File: src/hw/rtl/pdilc_pkg.sv
package pdilc_pkg;

  // Trajectory store and joint count
  localparam int TRAJ_DEPTH = 1024;
  localparam int JOINTS     = 4;
  localparam int NJ         = 4;
  localparam int IDX_W      = (TRAJ_DEPTH > 1) ? $clog2(TRAJ_DEPTH) : 1;
  localparam int FILL_W     = $clog2(TRAJ_DEPTH + 1);

  // Field widths
  localparam int DATA_W     = 32;
  localparam int SIDX_W     = 10;
  localparam int CFG_IDX_W  = 4;
  localparam int FRAC_SHIFT = 8;

  typedef logic [IDX_W-1:0] idx_t;

  // Configuration register map
  typedef enum logic [CFG_IDX_W-1:0] {
    CFG_GAIN_P_0 = 4'd0,
    CFG_GAIN_P_1 = 4'd1,
    CFG_GAIN_P_2 = 4'd2,
    CFG_GAIN_P_3 = 4'd3,
    CFG_GAIN_D_0 = 4'd4,
    CFG_GAIN_D_1 = 4'd5,
    CFG_GAIN_D_2 = 4'd6,
    CFG_GAIN_D_3 = 4'd7
  } cfg_reg_e;

  localparam logic signed [DATA_W-1:0] GAIN_P_RST [NJ] = '{
    32'sd2560000, 32'sd2560000, 32'sd2560000, 32'sd12800000
  };
  localparam logic signed [DATA_W-1:0] GAIN_D_RST [NJ] = '{
    32'sd25600, 32'sd25600, 32'sd25600, 32'sd128000
  };

  // Pipeline control shared by all joint lanes
  typedef struct packed {
    logic ld1;          // stage 1 loads
    logic ld2;          // stage 2 loads
    logic ld3;          // stage 3 loads
    logic ld4;          // stage 4 loads
    logic err_we;       // input transfer: write error row
    idx_t rd_idx;       // current trajectory index
    idx_t rd_next_idx;  // following index
    logic v1;           // stage 1 holds an item
    logic ok_this1;     // entry at index was written before
    logic ok_next1;     // entry at next index was written before
    logic wrap1;        // next error comes from first-sample store
    logic zero1;        // item sits at index zero
    idx_t idx3;         // action read address
    logic act_ok4;      // action entry was written before
    logic fwd4;         // action comes from the item just ahead
    logic act_we;       // stage 4 moves to output: write action row
    idx_t idx4;         // action write address
  } ctl_t;

endpackage

File: src/hw/rtl/pdilc_ctrl.sv
module pdilc_ctrl (
  input  logic                           clk_i,
  input  logic                           rst_ni,
  input  logic                           in_valid_i,
  output logic                           in_stall_o,
  input  logic                           last_sample_i,
  output logic                           out_valid_o,
  input  logic                           out_stall_i,
  output logic [pdilc_pkg::SIDX_W-1:0]   sample_index_o,
  output pdilc_pkg::ctl_t                ctl_o
);
  import pdilc_pkg::*;

  idx_t              idx_q;
  logic [FILL_W-1:0] err_fill_q, act_fill_q;
  logic              v1_q, v2_q, v3_q, v4_q, vo_q;
  logic              ld1, ld2, ld3, ld4, ldo;
  logic              accept, wrap, act_we;
  idx_t              idx_next;
  logic [FILL_W-1:0] idx_f, idx_nf;
  logic              ok_this, ok_next, ok_act, fwd;

  idx_t              idx1_q, idx2_q, idx3_q, idx4_q;
  logic              wrap1_q, zero1_q, ok_this1_q, ok_next1_q;
  logic              act_ok4_q, fwd4_q;
  logic [31:0]       idx4_w;
  logic [SIDX_W-1:0] sidx_q;

  // Stage load enables: a stage loads when empty or when it moves on
  assign ldo = !vo_q || !out_stall_i;
  assign ld4 = !v4_q || ldo;
  assign ld3 = !v3_q || ld4;
  assign ld2 = !v2_q || ld3;
  assign ld1 = !v1_q || ld2;

  assign accept = in_valid_i && ld1;
  assign act_we = ldo && v4_q;

  // Index and fill-count lookups
  always_comb begin
    wrap     = last_sample_i || (idx_q == IDX_W'(TRAJ_DEPTH - 1));
    idx_next = idx_q + IDX_W'(1);
    idx_f    = FILL_W'(idx_q);
    idx_nf   = idx_f + FILL_W'(1);
    ok_this  = idx_f < err_fill_q;
    ok_next  = idx_nf < err_fill_q;
    ok_act   = FILL_W'(idx3_q) < act_fill_q;
    fwd      = v4_q && (idx4_q == idx3_q);
  end

  // Valid bits, trial index and fill counts
  always_ff @(posedge clk_i or negedge rst_ni) begin
    if (!rst_ni) begin
      v1_q       <= 1'b0;
      v2_q       <= 1'b0;
      v3_q       <= 1'b0;
      v4_q       <= 1'b0;
      vo_q       <= 1'b0;
      idx_q      <= '0;
      err_fill_q <= '0;
      act_fill_q <= '0;
    end else begin
      if (ld1) v1_q <= in_valid_i;
      if (ld2) v2_q <= v1_q;
      if (ld3) v3_q <= v2_q;
      if (ld4) v4_q <= v3_q;
      if (ldo) vo_q <= v4_q;
      if (accept) begin
        idx_q <= wrap ? '0 : idx_next;
        if (idx_f == err_fill_q) begin
          err_fill_q <= err_fill_q + FILL_W'(1);
        end
      end
      if (act_we && (FILL_W'(idx4_q) == act_fill_q)) begin
        act_fill_q <= act_fill_q + FILL_W'(1);
      end
    end
  end

  // Per-stage index and flags travel with the item
  assign idx4_w = 32'(idx4_q);

  always_ff @(posedge clk_i) begin
    if (ld1) begin
      idx1_q     <= idx_q;
      wrap1_q    <= wrap;
      zero1_q    <= (idx_q == '0);
      ok_this1_q <= ok_this;
      ok_next1_q <= ok_next;
    end
    if (ld2) idx2_q <= idx1_q;
    if (ld3) idx3_q <= idx2_q;
    if (ld4) begin
      idx4_q    <= idx3_q;
      act_ok4_q <= ok_act;
      fwd4_q    <= fwd;
    end
    if (act_we) sidx_q <= idx4_w[SIDX_W-1:0];
  end

  always_comb begin
    ctl_o             = '0;
    ctl_o.ld1         = ld1;
    ctl_o.ld2         = ld2;
    ctl_o.ld3         = ld3;
    ctl_o.ld4         = ld4;
    ctl_o.err_we      = accept;
    ctl_o.rd_idx      = idx_q;
    ctl_o.rd_next_idx = idx_next;
    ctl_o.v1          = v1_q;
    ctl_o.ok_this1    = ok_this1_q;
    ctl_o.ok_next1    = ok_next1_q;
    ctl_o.wrap1       = wrap1_q;
    ctl_o.zero1       = zero1_q;
    ctl_o.idx3        = idx3_q;
    ctl_o.act_ok4     = act_ok4_q;
    ctl_o.fwd4        = fwd4_q;
    ctl_o.act_we      = act_we;
    ctl_o.idx4        = idx4_q;
  end

  assign in_stall_o     = !ld1;
  assign out_valid_o    = vo_q;
  assign sample_index_o = sidx_q;

endmodule

File: config.mk
export PLATFORM = sky130hd
export DESIGN_NAME = pdilc_ctrl
export DESIGN_NICKNAME = d
export VERILOG_FILES = /design/src/hw/rtl/pdilc_pkg.sv /design/src/hw/rtl/pdilc_ctrl.sv
export SDC_FILE = /design/constraint.sdc
export NUM_CORES = 1
export LEC_CHECK = 0
export BUFFER_PORTS_ARGS = -buffer_cell sky130_fd_sc_hd__buf_2
export CORE_MARGIN = 4
export CORE_UTILIZATION = 51
export DETAILED_ROUTE_END_ITERATION = 8
export GPL_TIMING_DRIVEN = 0
export MAX_ROUTING_LAYER = met4
export PLACE_DENSITY = 0.76
export SLEW_MARGIN = 15
export SYNTH_ARGS = -nofsm -noshare
export SYNTH_HDL_FRONTEND = slang
export SYNTH_SLANG_ARGS = --single-unit
File: constraint.sdc
create_clock -name clk_i -period 2.15 [get_ports clk_i]
set_input_delay 0.215 -clock clk_i [delete_from_list [all_inputs] [get_ports clk_i]]
set_output_delay 0.215 -clock clk_i [all_outputs]
set_load 0.01 [all_outputs]
==> impl_results.md, run 1 <==
* Status: finished with violations
* Failing checks: setup timing
* DRC at 0
* Adder-cell share of the synthesized area at under 10%
* Power Total at approximately 4.3 mW
* Fill count at around 670
* Initial Utilization at 53.43%
* Root Driver: clkbuf_8
* H-tree depth at 3
* Net load switching power at 1.225 mW
* Global-route wire length before repair at between 10000 and 15000 µm
* Clock Pin Slew Worst Setup and Hold Paths at 90 ps
* Syn_area_per_cell at roughly 12 µm²
* Synth Area in Simple Gates at between 10% and 20%
* Share of synthesized registers carrying an async set or reset at 39.78%
* Sequential share of power at around 55%
* Internal power at around 3.1 mW
* Register-to-register setup slack at -130 ps
* Compound-Gate Fraction of Synth Area at a little over 6%
* Commonest cells in the netlist: 56 x edfxtp_1, 37 x dfrtp_1, 35 x xnor2_1
* Achievable Freq at roughly 440 MHz
* CTS sink cnt at just over 90
* Fin Hold WS at 102.5 ps
* Switching part of the total at around 28%
* Syn. warnings at 0
* Max-Cap Viols at 0
* Die area at 0.01034 mm²
* Crit path kind: reg -> reg
* Worst EP arrival at 2470 ps
* Crit-path max FO at 7
* Logic pwr share at between 15 and 20%
* Worst setup EP type: flip-flop
* CTS tree: yes
* Tcrit/Tclk final at 105.8%
* Area Growth Syn to Fin at 23.08%
* Clk_lat worst skew at between 300 and 400 ps
* Core region area at 0.008382 mm²
* Final antenna-violating net count at 0
* Hpwl dp at 6683 µm
* Largest family of logic cells by synthesized area: simple AND/OR/NAND/NOR gates
* Total Nets Final at roughly 500
* TritonCTS Buffers at 9
* Routability cong. at a little under 0.9
* Share of cells above drive strength 1 at between 30% and 40%
* Net Count, Synth at between 300 and 400
* Worst-case clock skew at between 10 and 15 ps
* Post-synth EDFFs at 56
* FP Rows at 33
* RSZ-0062 raised after global routing: yes
* Cells after Synth at ~360
* Via/cell ratio at 5.381
* Die Wd at 101.7 µm
* Clock Power Share at between 20% and 30%
* PwrDens at 781.0 mW/mm²
* CTS Buffer Depth at 2
* Largest net degree at the start of global routing at 38
* DP Worst Slack at -315.2 ps
* WL/cell at 16.79 µm
* Crit path launch type: flip-flop
* Worst Hold Class: in -> reg
* Number of global-route vias before repair at 3041
* Number of diodes at 0
* Share of the synthesized area in the top cell type at between 30% and 40%
* Routed WL at 9656 µm
* Num ports at 70
* Grt total ovfl at 0
* Actual slew at the worst max-slew pin at approximately 870 ps
* Initial antenna violation count at 0
* Max IR drop VDD at around 0.00032 V
* Sequential-to-total area share from yosys stat at 58.23%
* Area contributors post-synth: edfxtp_1 38%, dfrtp_1 21%, ha_1 9.5%
* Synth area leader: edfxtp_1
* XOR/XNOR share of the synthesized area at around 9.0%
* Mux share of post-synthesis cell area at less than 1%
* Final hold viol count at 0
* Req. time, crit path at approximately 2400 ps
* Pleak at around 2.5 nW
* Gr usage total at a little under a fifth
* Final setup margin at -125.2 ps
* Slew Limit Fails at 0
* Slew headroom at 41.86%
* Number of DRC markers in iteration 0 at ~130
* Synth unique cells at 42
* Die H at 101.7 µm
* Tmin final at ~2300 ps
* Via count at just over 3000
* Cell with the most instances after synthesis: edfxtp_1
* Ys flop type: edfxtp_1
* Drt first pass iters at 5
* Port bufs at 69
* Setup TNS at -125.2 ps
* Endpoints failing setup at 1
* Mapped cell area at around 0.0045 mm²
* Yosys reg bits at slightly above 90
[power groups by stage]
| stage | registers (mW) | clock network [mW] | logic (mW) |
|---|---|---|---|
| 2_1_floorplan | 2.44 | 0 | 0.357 |
| 3_3_place_gp | 2.41 | 0 | 0.682 |
| 3_5_place_dp | 2.43 | 0 | 0.705 |
| 4_1_cts | 2.39 | 1.20 | 0.715 |
| 5_1_grt | 2.40 | 1.27 | 0.858 |
| 6_report | 2.37 | 1.17 | 0.770 |
[timing repair]
item	in CTS	in global routing
hold buffers	1	0
setup buffers	1	24
endpoints found under the hold margin	37	0
pin swaps	3	14
setup endpoints to repair	17	17
resized for setup	11	19
[final timing paths]
kind                                 startpoint                    to  cells after the start
setup / recovery           idx_q[0]$_DFFE_PN0N_  ok_next1_q$_DFFE_PN_                     10
hold / removal                       in_valid_i      v1_q$_DFFE_PN0N_                      2
setup reg to reg           idx_q[0]$_DFFE_PN0N_  ok_next1_q$_DFFE_PN_                     10
hold reg to reg             idx1_q[8]$_DFFE_PN_   idx2_q[8]$_DFFE_PP_                      0
max in group asynchronous                rst_ni  idx_q[8]$_DFFE_PN0N_                      2
min in group asynchronous                rst_ni      v4_q$_DFFE_PN0P_                      2
[sequential cells by signal (all words and copies together), names as in the netlist]
| register | count |
|---|---|
| act_fill_q | 11 |
| err_fill_q | 11 |
| idx1_q | 10 |
| idx2_q | 10 |
| idx3_q | 10 |
| idx4_q | 10 |
| idx_q | 10 |
| sample_index_o | 10 |
| act_ok4_q | 1 |
| fwd4_q | 1 |
| ok_next1_q | 1 |
| ok_this1_q | 1 |
| out_valid_o | 1 |
| v1_q | 1 |
| v2_q | 1 |
| v3_q | 1 |
| v4_q | 1 |
| wrap1_q | 1 |
| zero1_q | 1 |
[worst max-delay path, stage by stage, from the launching register on]
cell	delay (ps)
dfrtp_2	470
ha_4	190
nand3_4	120
nor2_1	120
nand2_1	100
xnor2_2	280
ha_1	310
a21o_1	190
a21oi_2	110
o21ai_1	80
a21oi_1	150
[cells by family (layout without fill, tap and decap cells)]
| family | count (synthesis) | after routing |
|---|---|---|
| simple gates | 95 | 95 |
| xor+xnor | 46 | 46 |
| compound gates | 45 | 45 |
| mux | 2 | 2 |
| fa+ha+maj | 34 | 34 |
| buf+inv | 44 | 155 |
| flops | 93 | 93 |
[final cells by class]
cell class	instances	area [µm²]	area share, %
Sequential cell	93	2619	47.51
Clock inverter	7	72.57	1.317
Tap cell	105	131.4	2.384
Timing Repair Buffer	95	555.5	10.08
Clock buffer	9	123.9	2.247
Inverter	29	115.1	2.089
Buffer	15	105.1	1.907
Multi-Input combinational cell	222	1789	32.46
[metal layers]
| layer | routed length (µm) | global-route usage (%) |
|---|---|---|
| met1 | 3983 | 23.09 |
| met5 | 0 | - |
| met4 | 176 | 5.624 |
| met2 | 4921 | 32.60 |
| met3 | 575 | 3.857 |
[cell usage in the layout, fill, tap and decap left out, drive strengths merged, types with 3 or more instances in the layout]
cell	netlist	final
nand2b	3	3
clkbuf	2	11
o21ai	18	18
edfxtp	56	56
inv	29	31
xor2	11	11
nand4	9	9
buf	13	107
dfrtp	37	37
a21oi	10	10
nor3	7	7
nand2	24	24
xnor2	35	35
a21o	7	7
nor4	10	10
nor2	17	17
nand3	15	15
ha	34	34
[through the flow]
| step | utilization, % | cells | instance area [µm²] |
|---|---|---|---|
| 2_1_floorplan | - | 359 | 4531 |
| 3_3_place_gp | 59.74 | 533 | 5007 |
| 3_5_place_dp | 59.74 | 533 | 5007 |
| 4_1_cts | 62.55 | 551 | 5243 |
| 5_1_grt | 65.76 | 575 | 5512 |
| 6_report | 65.76 | 575 | 5512 |
Note: power is estimated with default switching activity, not from simulation.
==> run 2: changes to the inputs <==
--- a/config.mk
+++ b/config.mk
@@ -7,12 +7,13 @@
 export LEC_CHECK = 0
 export BUFFER_PORTS_ARGS = -buffer_cell sky130_fd_sc_hd__buf_2
 export CORE_MARGIN = 4
-export CORE_UTILIZATION = 51
+export CORE_UTILIZATION = 55
 export DETAILED_ROUTE_END_ITERATION = 8
 export GPL_TIMING_DRIVEN = 0
 export MAX_ROUTING_LAYER = met4
-export PLACE_DENSITY = 0.76
+export PLACE_DENSITY = 0.78
 export SLEW_MARGIN = 15
 export SYNTH_ARGS = -nofsm -noshare
 export SYNTH_HDL_FRONTEND = slang
 export SYNTH_SLANG_ARGS = --single-unit
+export TNS_END_PERCENT = 10
==> constraint.sdc (replaced) <==
create_clock -name clk_i -period 2.6 [get_ports clk_i]
set_input_delay 0.26 -clock clk_i [delete_from_list [all_inputs] [get_ports clk_i]]
set_output_delay 0.26 -clock clk_i [all_outputs]
set_load 0.01 [all_outputs]
==> run 2 against run 1 <==
Against the previous run:
- the run now ends clean
- sequential cell count unchanged
- non-clock buffer count decreased by 24
- final cell count decreased by 4.7%
- combinational power decreased by 24%
- register-to-register slack improved by 280 ps
- critical endpoint is now ctl_o[52]
- highest routed layer unchanged
==> impl_results.md, run 2 (same netlist as run 1, synthesis figures left out) <==
* Status: completed (was finished with violations)
* Die area at 0.009649 mm² (was 0.01034 mm²)
* Clk_lat worst skew at 360 ps (about the same)
* PwrDens at 659.9 mW/mm² (was 781.0 mW/mm²)
* Global-route wire length before repair at 14330 µm (was 14760 µm)
* Tmin final at 2481 ps
* CTS Buffer Depth at 2 (unchanged)
* DP Worst Slack at -76.86 ps (was -315.2 ps)
* Endpoints failing setup at 0 (was 1)
* Via/cell ratio at 5.414 (was 5.381)
* Routed WL at 8747 µm (was 9656 µm)
* Critical Path End: ctl_o[52] (was ok_next1_q$_DFFE_PN_)
* Achievable Freq at just over 400 MHz
* Critical R2R Capture: ok_next1_q$_DFFE_PN_ (unchanged)
* Req. time, crit path at 2340 ps (was 2350 ps)
* Clock Pin Slew Worst Setup and Hold Paths at 90 ps (about the same)
* Area after DPL at 0.004951 mm² (was 0.005007 mm²)
* TritonCTS Buffers at 9 (unchanged)
* Worst setup path start: v4_q$_DFFE_PN0P_ (was idx_q[0]$_DFFE_PN0N_)
* Final Util at 66.04% (was 65.76%)
* Max IR drop VDD at 0.0002638 V (was 0.0003213 V)
* Most frequent cells in the layout: 69 x buf_2, 56 x edfxtp_1, 35 x dfrtp_1 (was 69 x buf_2, 56 x edfxtp_1, 37 x buf_4)
* Worst setup EP type: primary output (was flip-flop)
* Final setup margin at 119.5 ps (was -125.2 ps)
* Grt total ovfl at 0 (unchanged)
* Crit path kind: reg -> out (was reg -> reg)
* CTS sink cnt at 93 (unchanged)
* Crit-path max FO at 16 (was 7)
* DP Cell Count at 530 (was 533)
* Largest net degree at the start of global routing at 38 (unchanged)
* Num ports at 70 (unchanged)
* Initial antenna violation count at 0 (unchanged)
* Worst EP arrival at 2220 ps (was 2470 ps)
* Port bufs at 69 (unchanged)
* Total Nets Final at 480 (was 504)
* Die H at 98.23 µm (was 101.7 µm)
* Post-route insts no fill at 548 (was 575)
* RSZ-0062 raised after global routing: yes (unchanged)
* Slew Limit Fails at 0 (unchanged)
* Die Wd at 98.23 µm (was 101.7 µm)
* Most common cell after layout, fill and taps aside: buf_2 (unchanged)
* Gr usage total at 19.33% (was 19.15%)
* Number of diodes at 0 (unchanged)
* Slew headroom at 40.79% (was 41.86%)
* WL/cell at 15.96 µm (was 16.79 µm)
* Final antenna-violating net count at 0 (unchanged)
* Root Driver: clkbuf_8 (unchanged)
* Power Total at 3.403 mW (was 4.305 mW)
* Drt first pass iters at 4 (was 5)
* Worst-case clock skew at 8.884 ps (was 11.54 ps)
* Post-route cell area at 0.005156 mm² (was 0.005512 mm²)
* Reg2Reg Depth at 8 (was 10)
* H-tree depth at 3 (unchanged)
* Actual slew at the worst max-slew pin at 888.1 ps (was 872.1 ps)
* Initial Utilization at 57.36% (was 53.43%)
* FP Rows at 32 (was 33)
* Worst Hold Class: in -> async (was in -> reg)
* Share of cells above drive strength 1 at 26.68% (was 35.53%)
* Number of global-route vias before repair at 3027 (was 3041)
* Hpwl dp at 6577 µm (was 6683 µm)
* Biggest registers after layout: act_fill_q x11, err_fill_q x11 (unchanged)
* Pleak at 2.321 nW (was 2.477 nW)
* Number of DRC markers in iteration 0 at 86 (was 131)
* Fin Hold WS at 15.12 ps (was 102.5 ps)
* Register-to-register setup slack at 150 ps (was -130 ps)
* Core region area at 0.007807 mm² (was 0.008382 mm²)
* Final hold viol count at 0 (unchanged)
* Routability cong. at 0.8965 (was 0.8753)
* DRC at 0 (unchanged)
* Max-Cap Viols at 0 (unchanged)
* CTS tree: yes (unchanged)
* Critical register-to-register path startpoint: idx_q[2]$_DFFE_PN0N_ (was idx_q[0]$_DFFE_PN0N_)
* Crit path launch type: flip-flop (unchanged)
* Setup TNS at 0 ps (was -125.2 ps)
* Tcrit/Tclk final at between 90% and 100%
* Area Growth Syn to Fin at 15.14% (was 23.08%)
* Via count at 2967 (was 3094)
run 2: layout make-up:
type	count	area, µm²
tap	102	127.6
timing repair buffer	71	360.3
fill	607	2651
clock inverter	6	46.29
buffer	15	105.1
multi-input combinational	222	1670
clock buffer	10	127.6
sequential	93	2610
inverter	29	108.9
run 2: worst min-delay path by stage:
stage	start	to	slack, ps	cells after the start
6_report	rst_ni	out_valid_o$_DFFE_PN0P_	20	1
4_1_cts	rst_ni	out_valid_o$_DFFE_PN0P_	50	1
3_5_place_dp	idx1_q[4]$_DFFE_PN_	idx2_q[4]$_DFFE_PP_	400	0
2_1_floorplan	rst_ni	act_fill_q[0]$_DFFE_PN0P_	-40	0
3_3_place_gp	idx2_q[5]$_DFFE_PP_	idx3_q[5]$_DFFE_PP_	400	0
5_1_grt	rst_ni	out_valid_o$_DFFE_PN0P_	60	1
run 2: critical path, stage by stage, from the launching register on:
cell	delay (ps)
dfrtp_1	420
and3_1	230
inv_2	320
nor2_1	130
inv_1	450
buf_4	200
buf_2	120
run 2: power by group:
group	total (mW)	switching, mW	internal (mW)
Sequential	1.96	0.152	1.81
Combinational	0.584	0.322	0.263
Clock	0.859	0.505	0.354
Total	3.40	0.979	2.42
run 2: timing repair:
action | in CTS | in global routing
hold buffers | 0 | 0
setup buffers | 0 | 2
resized for setup | 3 | 2
hold endpoints to repair | 0 | 0
setup endpoints to repair | 1 | 7
run 2: routing by layer:
layer | GRT usage [%] | part of all wire, % | vias up
li1 | - | - | 1429
met1 | 21.75 | 42 | 1432
met2 | 33.82 | 50 | 88
met3 | 4.429 | 5.3 | 18
met4 | 6.723 | 2.2 | 0
met5 | - | 0 | -
